**src/sv/ehp_pkg.sv**
```systemverilog
// ehp_pkg: shared types and constants for the ethernet/ip header parser
// no dependencies; imported by every module of the block except ehp_in_stage
package ehp_pkg;

    // parse phase, one-hot
    typedef enum logic [3:0] {
        PH_ETH  = 4'b0001,
        PH_IPV4 = 4'b0010,
        PH_IPV6 = 4'b0100,
        PH_DONE = 4'b1000
    } t_phase;

    // network header kinds
    localparam logic [1:0] L3_NONE = 2'd0;
    localparam logic [1:0] L3_IPV4 = 2'd1;
    localparam logic [1:0] L3_IPV6 = 2'd2;

    // transport header kinds
    localparam logic [1:0] L4_NONE = 2'd0;
    localparam logic [1:0] L4_TCP  = 2'd1;
    localparam logic [1:0] L4_UDP  = 2'd2;

    // ethertypes
    localparam logic [15:0] ETYPE_VLAN = 16'h8100;
    localparam logic [15:0] ETYPE_IPV4 = 16'h0800;
    localparam logic [15:0] ETYPE_IPV6 = 16'h86dd;

    // protocol numbers
    localparam logic [7:0] PROTO_TCP = 8'd6;
    localparam logic [7:0] PROTO_UDP = 8'd17;

    // byte positions and lengths
    localparam logic [7:0] ETYPE_LAST_POS = 8'd13;
    localparam logic [8:0] IPV4_PROTO_POS = 9'd9;
    localparam logic [8:0] IPV6_NH_POS    = 9'd6;
    localparam logic [7:0] IPV6_HDR_LEN   = 8'd40;
    localparam logic [7:0] POS_MAX        = 8'hff;

    // one parsed result beat
    typedef struct packed {
        logic [1:0] l3_kind;
        logic [7:0] l3_offset;
        logic [1:0] l4_kind;
        logic [7:0] l4_offset;
        logic [2:0] vlan_tags;
        logic       incomplete;
    } t_result;

endpackage

```
**src/sv/ehp_in_stage.sv**
```systemverilog
// ehp_in_stage: input register for one frame byte per beat
// depends on nothing outside this file
module ehp_in_stage (
    input  logic       i_clk,
    input  logic       i_rst_n,
    input  logic       i_valid,
    output logic       o_stall,
    input  logic [7:0] i_packet_byte,
    input  logic       i_end_of_packet,
    input  logic       i_adv,
    output logic       o_full,
    output logic [7:0] o_byte,
    output logic       o_eop
);

    logic       r_full;
    logic       n_full;
    logic [7:0] r_byte;
    logic       r_eop;
    logic       w_accept;

    // hold off upstream while the held byte cannot move on
    assign o_stall  = r_full && !i_adv;
    assign w_accept = i_valid && !o_stall;

    always_comb begin
        n_full = r_full;
        if (w_accept) begin
            n_full = 1'b1;
        end else if (i_adv) begin
            n_full = 1'b0;
        end
    end

    // occupancy flag
    always_ff @(posedge i_clk) begin
        if (!i_rst_n) begin
            r_full <= 1'b0;
        end else begin
            r_full <= n_full;
        end
    end

    // payload
    always_ff @(posedge i_clk) begin
        if (w_accept) begin
            r_byte <= i_packet_byte;
            r_eop  <= i_end_of_packet;
        end
    end

    assign o_full = r_full;
    assign o_byte = r_byte;
    assign o_eop  = r_eop;

endmodule

```
**src/sv/ehp_parse.sv**
```systemverilog
// ehp_parse: per-frame parse state and the result of the final byte
// depends on ehp_pkg
module ehp_parse
    import ehp_pkg::*;
#(
    parameter int MAX_VLAN_TAGS = 4
) (
    input  logic       i_clk,
    input  logic       i_rst_n,
    input  logic       i_step,
    input  logic [7:0] i_byte,
    input  logic       i_eop,
    output logic       o_res_valid,
    output t_result    o_res
);

    logic [7:0]  r_pos,      n_pos;
    t_phase      r_phase,    n_phase;
    logic [7:0]  r_shift_lo, n_shift_lo;
    logic [2:0]  r_tags,     n_tags;
    logic [1:0]  r_l3_kind,  n_l3_kind;
    logic [7:0]  r_l3_off,   n_l3_off;
    logic [3:0]  r_ihl,      n_ihl;
    logic [1:0]  r_l4_kind,  n_l4_kind;
    logic [7:0]  r_l4_off,   n_l4_off;
    logic        r_ovf,      n_ovf;

    logic [15:0] w_etype;
    logic [7:0]  w_etype_pos;
    logic [7:0]  w_ipv4_l4;
    logic [8:0]  w_pos_x;
    logic [8:0]  w_l3_x;

    assign w_etype     = {r_shift_lo, i_byte};
    assign w_etype_pos = ETYPE_LAST_POS + {3'b000, r_tags, 2'b00};
    assign w_ipv4_l4   = r_l3_off + {2'b00, r_ihl, 2'b00};
    assign w_pos_x     = {1'b0, r_pos};
    assign w_l3_x      = {1'b0, r_l3_off};

    // next state for one byte
    always_comb begin
        n_pos      = r_pos;
        n_phase    = r_phase;
        n_shift_lo = r_shift_lo;
        n_tags     = r_tags;
        n_l3_kind  = r_l3_kind;
        n_l3_off   = r_l3_off;
        n_ihl      = r_ihl;
        n_l4_kind  = r_l4_kind;
        n_l4_off   = r_l4_off;
        n_ovf      = r_ovf;
        if (i_step) begin
            n_shift_lo = i_byte;
            if (r_pos != POS_MAX) begin
                n_pos = r_pos + 8'd1;
            end
            case (r_phase)
                PH_ETH: begin
                    if (r_pos == w_etype_pos) begin
                        if (w_etype == ETYPE_VLAN) begin
                            if (r_tags < 3'(MAX_VLAN_TAGS)) begin
                                n_tags = r_tags + 3'd1;
                            end else begin
                                n_ovf   = 1'b1;
                                n_phase = PH_DONE;
                            end
                        end else if (w_etype == ETYPE_IPV4) begin
                            n_l3_kind = L3_IPV4;
                            n_l3_off  = r_pos + 8'd1;
                            n_phase   = PH_IPV4;
                        end else if (w_etype == ETYPE_IPV6) begin
                            n_l3_kind = L3_IPV6;
                            n_l3_off  = r_pos + 8'd1;
                            n_phase   = PH_IPV6;
                        end else begin
                            n_phase = PH_DONE;
                        end
                    end
                end
                PH_IPV4: begin
                    // ihl nibble from the first network byte
                    if (r_pos == r_l3_off) begin
                        n_ihl = i_byte[3:0];
                    end
                    if (w_pos_x == w_l3_x + IPV4_PROTO_POS) begin
                        if (i_byte == PROTO_TCP) begin
                            n_l4_kind = L4_TCP;
                            n_l4_off  = w_ipv4_l4;
                        end else if (i_byte == PROTO_UDP) begin
                            n_l4_kind = L4_UDP;
                            n_l4_off  = w_ipv4_l4;
                        end
                        n_phase = PH_DONE;
                    end
                end
                PH_IPV6: begin
                    if (w_pos_x == w_l3_x + IPV6_NH_POS) begin
                        if (i_byte == PROTO_TCP) begin
                            n_l4_kind = L4_TCP;
                            n_l4_off  = r_l3_off + IPV6_HDR_LEN;
                        end
                        n_phase = PH_DONE;
                    end
                end
                PH_DONE: begin
                    n_phase = PH_DONE;
                end
                default: begin
                    n_phase = PH_DONE;
                end
            endcase
        end
    end

    // result from the updated state of the final byte
    always_comb begin
        o_res.l3_kind    = n_l3_kind;
        o_res.l3_offset  = n_l3_off;
        o_res.l4_kind    = n_l4_kind;
        o_res.l4_offset  = n_l4_off;
        o_res.vlan_tags  = n_tags;
        o_res.incomplete = n_ovf || (n_phase != PH_DONE);
    end

    assign o_res_valid = i_step && i_eop;

    // state registers, cleared at the end of every frame
    always_ff @(posedge i_clk) begin
        if (!i_rst_n || o_res_valid) begin
            r_pos      <= 8'd0;
            r_phase    <= PH_ETH;
            r_shift_lo <= 8'd0;
            r_tags     <= 3'd0;
            r_l3_kind  <= L3_NONE;
            r_l3_off   <= 8'd0;
            r_ihl      <= 4'd0;
            r_l4_kind  <= L4_NONE;
            r_l4_off   <= 8'd0;
            r_ovf      <= 1'b0;
        end else begin
            r_pos      <= n_pos;
            r_phase    <= n_phase;
            r_shift_lo <= n_shift_lo;
            r_tags     <= n_tags;
            r_l3_kind  <= n_l3_kind;
            r_l3_off   <= n_l3_off;
            r_ihl      <= n_ihl;
            r_l4_kind  <= n_l4_kind;
            r_l4_off   <= n_l4_off;
            r_ovf      <= n_ovf;
        end
    end

endmodule

```
**src/sv/ehp_out_stage.sv**
```systemverilog
// ehp_out_stage: result register toward the downstream channel
// depends on ehp_pkg
module ehp_out_stage
    import ehp_pkg::*;
(
    input  logic    i_clk,
    input  logic    i_rst_n,
    input  logic    i_load,
    input  t_result i_res,
    input  logic    i_stall,
    output logic    o_valid,
    output t_result o_res
);

    logic    r_valid;
    logic    n_valid;
    t_result r_res;

    always_comb begin
        n_valid = r_valid;
        if (i_load) begin
            n_valid = 1'b1;
        end else if (!i_stall) begin
            n_valid = 1'b0;
        end
    end

    // valid flag
    always_ff @(posedge i_clk) begin
        if (!i_rst_n) begin
            r_valid <= 1'b0;
        end else begin
            r_valid <= n_valid;
        end
    end

    // payload, loaded only when the register is free or being drained
    always_ff @(posedge i_clk) begin
        if (i_load) begin
            r_res <= i_res;
        end
    end

    assign o_valid = r_valid;
    assign o_res   = r_res;

endmodule

```
**src/sv/ethernet_ip_header_parser_top.sv**
```systemverilog
// ethernet_ip_header_parser_top: top level of the ethernet/vlan/ip header parser
// depends on ehp_pkg, ehp_in_stage, ehp_parse, ehp_out_stage
//
// Takes a frame one byte per beat and, on the beat marked end of packet, returns
// one result beat with the network and transport header kinds and offsets, the
// number of 0x8100 tags skipped and an incomplete flag. Bytes that are not last
// give no result. One byte is taken every cycle unless the input stalls; each byte
// passes an input register, combinational parse logic and a result register, which
// holds the final result until downstream takes it. The input only stalls while a
// finished result waits in the result register and the downstream side stalls it.
module ethernet_ip_header_parser_top
    import ehp_pkg::*;
#(
    parameter int MAX_VLAN_TAGS = 4
) (
    input  logic       i_clk,
    input  logic       i_rst_n,
    input  logic       i_valid,
    output logic       o_stall,
    input  logic [7:0] i_packet_byte,
    input  logic       i_end_of_packet,
    output logic       o_valid,
    input  logic       i_stall,
    output logic [1:0] o_l3_kind,
    output logic [7:0] o_l3_offset,
    output logic [1:0] o_l4_kind,
    output logic [7:0] o_l4_offset,
    output logic [2:0] o_vlan_tags,
    output logic       o_incomplete
);

    logic       w_full;
    logic [7:0] w_byte;
    logic       w_eop;
    logic       w_adv;
    logic       w_res_valid;
    t_result    w_res;
    t_result    w_out;

    // held byte moves on when the result register can take a beat
    assign w_adv = w_full && (!o_valid || !i_stall);

    ehp_in_stage u_in (
        .i_clk           (i_clk),
        .i_rst_n         (i_rst_n),
        .i_valid         (i_valid),
        .o_stall         (o_stall),
        .i_packet_byte   (i_packet_byte),
        .i_end_of_packet (i_end_of_packet),
        .i_adv           (w_adv),
        .o_full          (w_full),
        .o_byte          (w_byte),
        .o_eop           (w_eop)
    );

    ehp_parse #(
        .MAX_VLAN_TAGS (MAX_VLAN_TAGS)
    ) u_parse (
        .i_clk       (i_clk),
        .i_rst_n     (i_rst_n),
        .i_step      (w_adv),
        .i_byte      (w_byte),
        .i_eop       (w_eop),
        .o_res_valid (w_res_valid),
        .o_res       (w_res)
    );

    ehp_out_stage u_out (
        .i_clk   (i_clk),
        .i_rst_n (i_rst_n),
        .i_load  (w_res_valid),
        .i_res   (w_res),
        .i_stall (i_stall),
        .o_valid (o_valid),
        .o_res   (w_out)
    );

    assign o_l3_kind    = w_out.l3_kind;
    assign o_l3_offset  = w_out.l3_offset;
    assign o_l4_kind    = w_out.l4_kind;
    assign o_l4_offset  = w_out.l4_offset;
    assign o_vlan_tags  = w_out.vlan_tags;
    assign o_incomplete = w_out.incomplete;

endmodule

```
**config.mk**
```make
export PLATFORM = sky130hd
export DESIGN_NAME = ethernet_ip_header_parser_top
export DESIGN_NICKNAME = d
export VERILOG_FILES = /design/src/sv/ehp_pkg.sv /design/src/sv/ehp_in_stage.sv /design/src/sv/ehp_parse.sv /design/src/sv/ehp_out_stage.sv /design/src/sv/ethernet_ip_header_parser_top.sv
export SDC_FILE = /design/constraint.sdc
export NUM_CORES = 1
export LEC_CHECK = 0
export BUFFER_PORTS_ARGS = -buffer_cell sky130_fd_sc_hd__buf_2
export CAP_MARGIN = 10
export CELL_PAD_IN_SITES_DETAIL_PLACEMENT = 0
export CELL_PAD_IN_SITES_GLOBAL_PLACEMENT = 1
export CORE_MARGIN = 2
export CORE_UTILIZATION = 44
export CTS_CLUSTER_DIAMETER = 60
export DETAILED_ROUTE_END_ITERATION = 6
export PLACE_DENSITY = 0.78
export RECOVER_POWER = 50
export SLEW_MARGIN = 10
export SYNTH_ARGS = -nofsm -noshare
export SYNTH_HDL_FRONTEND = slang
export SYNTH_SLANG_ARGS = --single-unit
export TNS_END_PERCENT = 20
```
**constraint.sdc**
```tcl
create_clock -name i_clk -period 3.4 [get_ports i_clk]
set_input_delay 0 -clock i_clk [delete_from_list [all_inputs] [get_ports i_clk]]
set_output_delay 0 -clock i_clk [all_outputs]
set_load 0.05 [all_outputs]
```
After elaboration in Yosys (flattened, before gate mapping) --
Cells that the tools add are included.
Storage, ports and cells: register bits after elaboration 83, bits of input ports 13, word-level logic and storage cells 107
Cells by class: add/sub/neg operators 7, magnitude comparators 1, equal/unequal tests 15, muxes and demuxes 49, reductions and logical operators 15
Operators by type and width (number):
- 8-bit two-way mux | 12
- 16-bit equality test, second input constant | 2
- 4-bit two-way mux | 8
- 2-bit two-way mux | 12
- 8-bit by 9-bit equality test with 1-bit output | 2
- 16-bit by 12-bit equality test with 1-bit output, second input constant | 1
- 8-bit equality test | 2
- 8-bit one-hot mux with 2 select lines | 1
- 3-bit two-way mux | 5
- 4-bit one-hot mux with 3 select lines | 1
- 8-bit by 3-bit adder with 9-bit output, second input constant | 1
- 8-bit by 4-bit adder with 9-bit output, second input constant | 1
- 1-bit two-way mux | 9
- 8-bit by 1-bit adder with 8-bit output, second input constant | 1
- 8-bit by 6-bit adder with 8-bit output | 1
- 8-bit by 6-bit adder with 8-bit output, second input constant | 1
- 8-bit by 3-bit equality test with 1-bit output, second input constant | 1
- 8-bit by 5-bit equality test with 1-bit output, second input constant | 1
- 8-bit inequality test, second input constant | 1
- 4-bit by 5-bit adder with 6-bit output, first input constant | 1
- 1-bit logical NOT | 5
- 4-bit by 1-bit equality test with 1-bit output, second input constant | 1
- 4-bit by 2-bit equality test with 1-bit output, second input constant | 1
- 4-bit by 3-bit equality test with 1-bit output, second input constant | 1
- other kinds (10) | 15

Logic depth before layout (Yosys ltp) --
Gate-level depths: netlist of run 1.
depth in word-level cells 9, depth in mapped cells 11, mapped depth without buffers 9

Cells and area by module --
Synthesis of run 1 repeated with hierarchy kept, for this count alone.
Unflattened totals: cell total of the unflattened synthesis 428, area total of the unflattened synthesis 4297.9 um2
Modules (own cells, without submodules):
- ehp_parse | times used 1, cells an instance 387, area an instance 3216.8 um2
- ehp_out_stage | times used 1, cells an instance 27, area an instance 752.0 um2
- ehp_in_stage | times used 1, cells an instance 13, area an instance 317.8 um2
- ethernet_ip_header_parser_top | times used 1, cells an instance 1, area an instance 11.3 um2

Least setup slack after synthesis of run 1 --
No wires, ideal clock.
path kind reg2reg, from register u_parse.r_l3_off[3], to register u_out.r_res (netlist bit u_out.o_res[13]) (data pin), library setup time 0.258 ns, arrival 2.469 ns, path slack 0.673 ns, cell stages (with the launch flop) 11, buffers on the path 2, period minus slack after synthesis 2.727 ns, cell sequence dfxtp_1 > buf_2 > inv_1 > ha_1 > a31oi_1 > xnor2_1 > o211ai_1 > or3_1 > buf_2 > or3_1 > a31o_1
RTL lines:
- start, declared | RTL line ehp_parse.sv:22 | logic [7:0] r_l3_off, n_l3_off;
- start signal, assigned | RTL line ehp_parse.sv:146 | r_l3_off <= n_l3_off;
- end signal, assigned | RTL line ehp_out_stage.sv:40 | r_res <= i_res;
- end, declared | RTL line ehp_out_stage.sv:17 | t_result r_res;

Worst setup path after layout of run 1 --
from register u_in.r_full, in the netlist u_in.o_full, to register u_out.r_res (netlist bit u_out.o_res[18]), enable pin
Between the ends: cells in the longest elaborated chain, start to end 2
RTL lines:
- start, declared | RTL line ehp_in_stage.sv:16 | logic r_full;
- start signal, assigned | RTL line ehp_in_stage.sv:40 | r_full <= n_full;
- 1-bit logical AND | RTL line ethernet_ip_header_parser_top.sv:41 | assign w_adv = w_full && (!o_valid || !i_stall);
- 1-bit logical AND | RTL line ehp_parse.sv:125 | assign o_res_valid = i_step && i_eop;
- net u_out.i_load | RTL line ehp_out_stage.sv:8 | input logic i_load,
The timed path passes the listed nets, and every way through them passes these cells. A chain may end at the register's enable or synchronous reset.

==> impl_metrics.tcl, run 1 <==
set metrics [dict create \
    status "complete, no violations" \
    min_path_type "in2reg" \
    path_depth 5 \
    layout-drive-gt1-share 0.0847 \
    ir_drop_mv 0.204 \
    die_w_um 103 \
    grt_max_degree 31 \
    synth.ff_latch_count 83 \
    synthTopCellsByArea "dfxtp_1 (23%), edfxtp_1 (23%), nand2_1 (4.8%), xnor2_1 (4.1%), ha_1 (3.8%)" \
    cts_setup_buffers 0 \
    arrival_ns 2.91 \
    cts_resized 0 \
    layout_commonest_cell "nand2_1" \
    end_kind "flip-flop" \
    antenna_found_initial 0 \
    vias_per_cell 5.33 \
    row_count 36 \
    cts_tree "built" \
    r2r_cells 5 \
    tns_ns 0 \
    dp_hpwl_um 7140 \
    top_layer "met4" \
    clock_sinks 83 \
    clock_path_buffers 2 \
    synth_cell_types 67 \
    path_delay_family "buffers and inverters" \
    chipHeight_um 103 \
    power.density_mw_per_mm2 366 \
    worstSetupPathType "reg2reg" \
    clkTransAtPathRegs_ns 0.08 \
    drv_cap 0 \
    dr.pass1.iters 4 \
    vias 3354 \
    crit_path_start_kind "flip-flop" \
    synth_cells 445 \
    async_flop_share 0 \
    crit_start "u_in.o_full" \
    slew_headroom 0.331 \
    grt_use_total 0.205 \
    syn_area_per_cell_um2 9.65 \
    cp_num_buf_inv 3 \
    core_mm2 0.00964 \
    pin_count 39 \
    wire_per_inst_um 16.0 \
    fin_nets 518 \
    drt-total-wl_um 10100 \
    most-common-layout-cells "nand2_1 (55), dfxtp_1 (50), edfxtp_1 (33), nor2_1 (31), clkbuf_1 (31)" \
    period_needed_ns 2.92 \
    io_buffers 38 \
    whs_path_depth 6 \
    max_stage_delay_ns 0.77 \
    setup_viol 0 \
    synth_area_mm2 0.00429 \
    cellLeakagePower_nw 1.81 \
    reg2reg_slack_ns 0.48 \
    synth_top_cell_area_share 0.233 \
    endpoint "u_out.o_res[18]" \
    dr.first_iter.drc_count 159 \
    synth_top_flop_cell "dfxtp_1" \
    gp_congestion 0.889 \
    die_area_mm2 0.0106 \
    cts_root_buffer "clkbuf_8" \
    fin_crit_sh 0.859 \
    hold_buffers 13 \
    skew_ns 0.00944 \
    grt_pass1_wl_um 16300 \
    wirelength_met1_um 4810 \
    cts_made_buffers 9 \
    antenna_cells 0 \
    syn_nets 472 \
    area_growth_syn_to_layout_pct 12.7 \
    ant_nets 0 \
    fillers 932 \
    rsz0062_at_grt "false" \
    grt_pass1_vias 3255 \
    h-tree-depth 3 \
    stdcell_count 629 \
    ys_seq_area_frac 0.464 \
    dp_cells 600 \
    slowest_stage "clkbuf_1" \
    clock_latency_ns 0.36 \
    yosys_warnings 0 \
    wl_met2_um 4660 \
    reg2reg_from "u_in.o_full" \
    grt_overflow 0 \
    synth_edf_count 33 \
    met3_length_um 445 \
    worst_pin_slew_ns 0.997 \
    crit_chain "a21boi_0 > clkbuf_1 > nand2_1 > inv_1 > clkbuf_2" \
    drc 0 \
    r2r_end "u_out.o_res[18]" \
    drv_slew 0 \
    start_util 0.445 \
    crit_fanout 24 \
    finalHoldViolations 0 \
    yosysTopAreaCell "dfxtp_1" \
    required_ns 3.39 \
    fmax_mhz 342 \
]
-- per-stage QoR --
step                total power [mW]  setup slack [ns]  hold slack (ns)  cell area (µm²)  utilization
finish                          1.77             0.480            0.242             4840        0.502
global route                    1.84             0.213            0.279             4840        0.502
CTS                             1.79             0.582            0.229             4880        0.506
detailed placement              1.18             0.586            0.178             4600        0.477
global placement                1.18             0.672            0.177             4600        0.477
floorplan                       1.14             0.673           0.0989             4290            -
-- cell type report --
class                   instances  area (µm²)  share of cell area
well taps                     133         166              0.0344
multi-input cells             326        2140               0.443
repair buffers                 59         339              0.0701
clock buffers                  13         139              0.0287
inverters                      12        45.0             0.00931
clock inverters                 3        16.3             0.00336
flip-flops and latches         83        1990               0.412
-- routing by layer --
layer  global-route usage  up-vias
met2                0.329       75
li1                     -     1688
met1                0.275     1574
met5                    0        -
met3               0.0400       17
met4               0.0759        0
-- report_power, final --
group          internal [mW]  switching, mW
Clock                  0.263          0.343
Sequential              1.05         0.0157
Combinational         0.0340         0.0654
-- cells in the mapped netlist (2+ instances only) --
cell and number:
or3_1 2, nor2_1 31, dfxtp_1 50, nand4b_1 2, o31ai_1 3, and3_1 8
mux2i_1 5, nand3_1 11, nor2b_1 6, o211ai_1 4, a211oi_1 4, xnor2_1 20
mux2_4 2, o2111ai_1 2, a21oi_1 20, a31oi_1 7, nor4b_1 3, edfxtp_1 33
a21boi_0 3, and2_1 24, nand2_1 55, xor2_1 11, inv_1 12, o21a_1 3
a311o_1 2, xnor2_2 2, buf_2 8, o21ai_0 13, a21o_1 7, mux2_2 2
nor4bb_1 2, clkbuf_1 12, nor4_1 9, ha_1 13, buf_4 2, nor3_1 11
nand2b_1 4, nand4_1 5, o21ai_1 4
-- cells by family (layout without fill, tap and decap cells) --
logic type / count (synthesis) / count (layout) / synth area share
AO/OA/AOI/OAI: 84 / 84 / 0.131
multiplexers: 10 / 10 / 0.0265
AND/OR/NAND/NOR: 184 / 184 / 0.223
buffers and inverters: 36 / 87 / 0.0373
adder cells (fa/ha/maj): 14 / 14 / 0.0425
XOR/XNOR: 34 / 34 / 0.0763
flip-flops: 83 / 83 / 0.464
-- tightest hold or removal path: cells and delay by family --
family | cells | cell delay [ns]
compound gates | 1 | 0.05
simple gates | 3 | 0.20
buf+inv | 2 | 0.30
-- state kept, by name, indices dropped and copies added, names as in the netlist, 2 cells and up --
register / flops
u_parse.r_shift_lo: 8
u_parse.r_pos: 8
u_parse.r_l4_off: 8
u_in.o_byte: 8
u_parse.r_l3_off: 8
u_out.o_res: 24
u_parse.r_phase: 4
u_parse.r_ihl: 4
u_parse.r_l3_kind: 2
u_parse.r_l4_kind: 2
u_parse.r_tags: 3
-- how the worst min path moves through the flow --
stage                                 from                    end  slack (ns)
after floorplan           i_packet_byte[0]         u_in.o_byte[0]         0.1
after global placement    i_packet_byte[4]         u_in.o_byte[4]        0.18
after detailed placement  i_packet_byte[2]         u_in.o_byte[2]        0.18
after CTS                          i_stall  u_parse.r_shift_lo[1]        0.23
after global routing               i_stall  u_parse.r_shift_lo[4]        0.28
final                              i_stall  u_parse.r_shift_lo[1]        0.24
Power figures use the tool's default switching activity.
==> inputs of run 2 (changes only) <==
--- a/config.mk
+++ b/config.mk
@@ -11,6 +11,7 @@
 export CELL_PAD_IN_SITES_GLOBAL_PLACEMENT = 1
 export CORE_MARGIN = 2
 export CORE_UTILIZATION = 44
+export CTS_BUF_LIST = sky130_fd_sc_hd__clkbuf_4 sky130_fd_sc_hd__clkbuf_8
 export CTS_CLUSTER_DIAMETER = 60
 export DETAILED_ROUTE_END_ITERATION = 6
 export PLACE_DENSITY = 0.78
==> run 2 against run 1 <==
- non-clock buffer count is the same
- combinational power about the same
- core utilization grew 0.16 points
- worst hold slack improved by 0.0073 ns
- critical path depth did not move
- global-route usage grew 0.086 points
- setup slack lost 0.0057 ns
- sequential power hardly changed
- wire length barely moved
- critical endpoint unchanged
- largest cell class unchanged
==> impl_metrics.tcl, run 2 (synthesis gave the netlist of run 1 again) <==
set metrics [dict create \
    status "complete, no violations" \
    crit_fanout 24 \
    h-tree-depth 3 \
    row_count 36 \
    antenna_found_initial 0 \
    period_needed_ns 2.93 \
    worst_pin_slew_ns 0.997 \
    drc 0 \
    min_path_type "in2reg" \
    grt_overflow 0 \
    r2r_cells 5 \
    antenna_cells 0 \
    vias 3335 \
    dpl_cell_area_mm2 0.00460 \
    worstSetupPathType "reg2reg" \
    arrival_ns 2.92 \
    dr.first_iter.drc_count 140 \
    final_area_mm2 0.00485 \
    min_from "i_stall" \
    fin_crit_sh 0.861 \
    drt-total-wl_um 10100 \
    ant_nets 0 \
    cellLeakagePower_nw 1.82 \
    path_delay_family "buffers and inverters" \
    dp_hpwl_um 7140 \
    finalHoldViolations 0 \
    core_mm2 0.00964 \
    layout-drive-gt1-share 0.0927 \
    fmax_mhz 342 \
    hold_buffers 13 \
    fin_nets 518 \
    crit_path_start_kind "flip-flop" \
    vias_per_cell 5.30 \
    slew_headroom 0.331 \
    drv_slew 0 \
    clkTransAtPathRegs_ns 0.08 \
    cp_num_buf_inv 3 \
    pin_count 39 \
    totalPowerFinal_mw 1.80 \
    die_area_mm2 0.0106 \
    whs_path_depth 6 \
    clock_latency_ns 0.36 \
    rsz0062_at_grt "false" \
    die_w_um 103 \
    ir_drop_mv 0.203 \
    clock_path_buffers 2 \
    power.density_mw_per_mm2 371 \
    crit_chain "a21boi_0 > clkbuf_1 > nand2_1 > inv_1 > clkbuf_2" \
    grt_max_degree 31 \
    largest_register_ffs 24 \
    reg2reg_slack_ns 0.47 \
    cts_resized 0 \
    start_util 0.445 \
    drv_cap 0 \
    tns_ns 0 \
    required_ns 3.39 \
    reg2reg_from "u_in.o_full" \
    wire_per_inst_um 16.0 \
    io_buffers 38 \
    slowest_stage "clkbuf_1" \
    grt_pass1_wl_um 16300 \
    dr.pass1.iters 4 \
    grt_use_total 0.206 \
    cts_made_buffers 9 \
    grt_pass1_vias 3238 \
    clock_sinks 83 \
    cts_setup_buffers 0 \
    gp_congestion 0.889 \
    skew_ns 0.00904 \
    cts_root_buffer "clkbuf_8" \
    area_growth_syn_to_layout_pct 13.1 \
    setup_viol 0 \
    chipHeight_um 103 \
    most-common-layout-cells "nand2_1 (55), dfxtp_1 (50), edfxtp_1 (33), nor2_1 (31), clkbuf_1 (27)" \
    end_kind "flip-flop" \
    r2r_end "u_out.o_res[18]" \
    cts_tree "built" \
    hold_end "u_parse.r_shift_lo[1]" \
    layout_commonest_cell "nand2_1" \
    max_stage_delay_ns 0.78 \
]
==> run 2: worst min-delay path, cell delays in order <==
cell,delay [ns]
buf_2,0.11
nand2_1,0.07
nand2_1,0.05
buf_4,0.19
nand2_1,0.08
a21oi_1,0.05
==> run 2: power breakdown <==
part / leakage, nW / switching, mW / internal, mW / total, mW
registers: 0.735 / 0.0160 / 1.05 / 1.06
clock network: 0.0887 / 0.342 / 0.295 / 0.637
logic: 0.997 / 0.0656 / 0.0340 / 0.0995
==> run 2: worst max path at each step <==
stage,from,endpoint,slack [ns],depth (start not counted)
5_1_grt,u_in.o_full,u_out.o_res[13],0.21,5
4_1_cts,u_parse.r_l3_off[2],u_out.o_res[7],0.58,8
6_report,u_in.o_full,u_out.o_res[18],0.47,5
2_1_floorplan,u_parse.r_l3_off[3],u_out.o_res[13],0.67,10
3_5_place_dp,u_parse.r_l3_off[2],u_out.o_res[7],0.59,8
3_3_place_gp,u_parse.r_l3_off[2],u_out.o_res[7],0.67,8
==> run 2: through the flow <==
step / hold WS (ns) / utilization / worst slack (ns) / std cells
floorplan: 0.0989 / - / 0.673 / 445
global placement: 0.177 / 0.477 / 0.672 / 600
detailed placement: 0.178 / 0.477 / 0.586 / 600
CTS: 0.229 / 0.508 / 0.582 / 629
global route: 0.278 / 0.504 / 0.210 / 629
finish: 0.249 / 0.504 / 0.474 / 629
==> run 2: cell type report <==
class	count	area (µm²)
timing repair buffer	59	339
tap	133	166
inverter	12	45.0
sequential	83	1990
fill	929	4780
clock inverter	3	16.3
multi-input combinational	326	2140
clock buffer	13	154
==> run 2: routing by layer <==
metal / wire (µm) / track usage
met1: 4820 / 0.277
met2: 4650 / 0.330
met3: 449 / 0.0420
met4: 161 / 0.0719
met5: 0 / 0
==> inputs of run 3 (changes only) <==
--- a/config.mk
+++ b/config.mk
@@ -10,13 +10,13 @@
 export CELL_PAD_IN_SITES_DETAIL_PLACEMENT = 0
 export CELL_PAD_IN_SITES_GLOBAL_PLACEMENT = 1
 export CORE_MARGIN = 2
-export CORE_UTILIZATION = 44
+export CORE_UTILIZATION = 52
 export CTS_BUF_LIST = sky130_fd_sc_hd__clkbuf_4 sky130_fd_sc_hd__clkbuf_8
 export CTS_CLUSTER_DIAMETER = 60
 export DETAILED_ROUTE_END_ITERATION = 6
-export PLACE_DENSITY = 0.78
+export PLACE_DENSITY = 0.9
 export RECOVER_POWER = 50
-export SLEW_MARGIN = 10
+export SLEW_MARGIN = 0
 export SYNTH_ARGS = -nofsm -noshare
 export SYNTH_HDL_FRONTEND = slang
 export SYNTH_SLANG_ARGS = --single-unit
==> constraint.sdc (replaced) <==
create_clock -name i_clk -period 3.5 [get_ports i_clk]
set_input_delay 0 -clock i_clk [delete_from_list [all_inputs] [get_ports i_clk]]
set_output_delay 0 -clock i_clk [all_outputs]
set_load 0.05 [all_outputs]
==> run 3 against run 2 <==
- critical path depth increased by 4
- register-to-register slack worse by 0.02 ns
- cell area stayed put
- wire length shrank 4.0%
- sequential power about the same
- core utilization is 9.6 points higher
- clock power is 30% higher
- largest cell class unchanged
==> impl_metrics.tcl, run 3 (synthesis gave the netlist of run 1 again) <==
set metrics [dict create \
    status "complete, no violations" \
    postLayoutSetupSlackWorst_ns 0.455 \
    grt_pass1_vias 3185 \
    gp_congestion 0.960 \
    die_w_um 94.9 \
    multi_input_area_mm2 0.00214 \
    core_mm2 0.00809 \
    drv_cap 0 \
    grt_use_total 0.231 \
    fillers 714 \
    finalHoldViolations 0 \
    fmax_mhz 328 \
    fin_crit_sh 0.870 \
    cellLeakagePower_nw 1.83 \
    grt_max_degree 31 \
    end_kind "flip-flop" \
    drt-total-wl_um 9680 \
    cts_tree "built" \
    most-common-layout-cells "nand2_1 (55), dfxtp_1 (50), edfxtp_1 (33), nor2_1 (31), clkbuf_1 (26)" \
    clock_latency_ns 0.36 \
    start_util 0.531 \
    io_buffers 38 \
    grt_pass1_wl_um 15700 \
    dp_cells 567 \
    layout-drive-gt1-share 0.0835 \
    worstSetupPathType "reg2reg" \
    row_count 33 \
    p_comb_frac 0.049 \
    clockPowerShare 0.422 \
    die_area_mm2 0.00900 \
    largest_register_ffs 24 \
    hold_ws_ns 0.220 \
    ir_drop_mv 0.253 \
    min_path_type "in2reg" \
    rsz0062_at_grt "false" \
    power.density_mw_per_mm2 402 \
    p_seq_frac 0.529 \
    setup_viol 0 \
    pre_cts_ws_ns 0.509 \
    cts_made_buffers 9 \
    dr.first_iter.drc_count 235 \
    arrival_ns 3.15 \
    dr.pass1.iters 4 \
    antenna_found_initial 0 \
    cts_root_buffer "clkbuf_8" \
    area_growth_syn_to_layout_pct 13.1 \
    chipHeight_um 94.9 \
    power.switching_uw 414 \
    worst_pin_slew_ns 1.12 \
    skew_ns 0.00901 \
    vias 3344 \
    pin_count 39 \
    drv_slew 0 \
    drc 0 \
    wire_per_inst_um 16.2 \
    p_int_mw 1.54 \
    grt_overflow 0 \
    fin_nets 513 \
    layout_commonest_cell "nand2_1" \
    h-tree-depth 3 \
    clock_path_buffers 2 \
    clkTransAtPathRegs_ns 0.08 \
    crit_fanout 10 \
    seq_area_mm2 0.00199 \
    vias_per_cell 5.61 \
    required_ns 3.60 \
    cts_resized 0 \
    sw_frac_of_total 0.212 \
    slew_headroom 0.254 \
    final_util 0.600 \
    period_needed_ns 3.05 \
    clock_sinks 83 \
    tns_ns 0 \
    ant_nets 0 \
    antenna_cells 0 \
    dp_hpwl_um 6690 \
    stdcell_count 596 \
    crit_path_start_kind "flip-flop" \
]
run 3: layout make-up:
type,instances,area share
clock buffer,11,0.0286
tap,105,0.0271
timing repair buffer,54,0.0639
clock inverter,5,0.0209
sequential,83,0.410
inverter,12,0.00928
multi-input combinational,326,0.440
run 3: per-layer routing:
| metal | up-vias | GRT usage | wire (µm) |
|---|---|---|---|
| met5 | - | 0 | 0 |
| met3 | 17 | 0.0391 | 449 |
| met2 | 93 | 0.356 | 4320 |
| li1 | 1675 | - | - |
| met4 | 0 | 0.106 | 242 |
| met1 | 1559 | 0.319 | 4670 |
run 3: power by group through the flow:
| stage | clock network (mW) | logic, mW | registers (mW) |
|---|---|---|---|
| after floorplan | 0 | 0.0440 | 1.07 |
| after global placement | 0 | 0.0841 | 1.06 |
| after detailed placement | 0 | 0.0849 | 1.06 |
| after CTS | 0.837 | 0.0959 | 1.03 |
| after global routing | 0.874 | 0.104 | 1.04 |
| final | 0.825 | 0.0951 | 1.03 |
run 3: worst paths after layout:
check                          endpoint  slack (ns)                   from  cells after the start
setup / recovery         u_out.o_res[7]        0.45    u_parse.r_l3_off[3]                      9
setup reg to reg         u_out.o_res[7]        0.45    u_parse.r_l3_off[3]                      9
hold / removal    u_parse.r_shift_lo[1]        0.22                i_stall                      5
hold reg to reg   u_parse.r_shift_lo[6]        0.46  u_parse.r_shift_lo[6]                      2
run 3: what timing repair did:
action	in CTS	in global routing
setup endpoints to repair	0	0
hold endpoints to repair	11	0
buffers inserted	0	0
hold buffers	13	0
run 3: metrics by stage:
| step | instance area, µm² | power (mW) |
|---|---|---|
| final | 4850 | 1.95 |
| after global routing | 4850 | 2.01 |
| after CTS | 4890 | 1.97 |
| after detailed placement | 4520 | 1.14 |
| after global placement | 4520 | 1.14 |
| after floorplan | 4290 | 1.11 |
run 3: worst max-delay path, stage by stage (launching register included):
cell	delay (ns)
dfxtp_1	0.59
inv_1	0.13
ha_1	0.24
a31oi_1	0.32
xnor2_1	0.16
o211ai_1	0.17
nor4b_1	0.68
nor2_1	0.16
o22ai_1	0.24
nand2_1	0.09
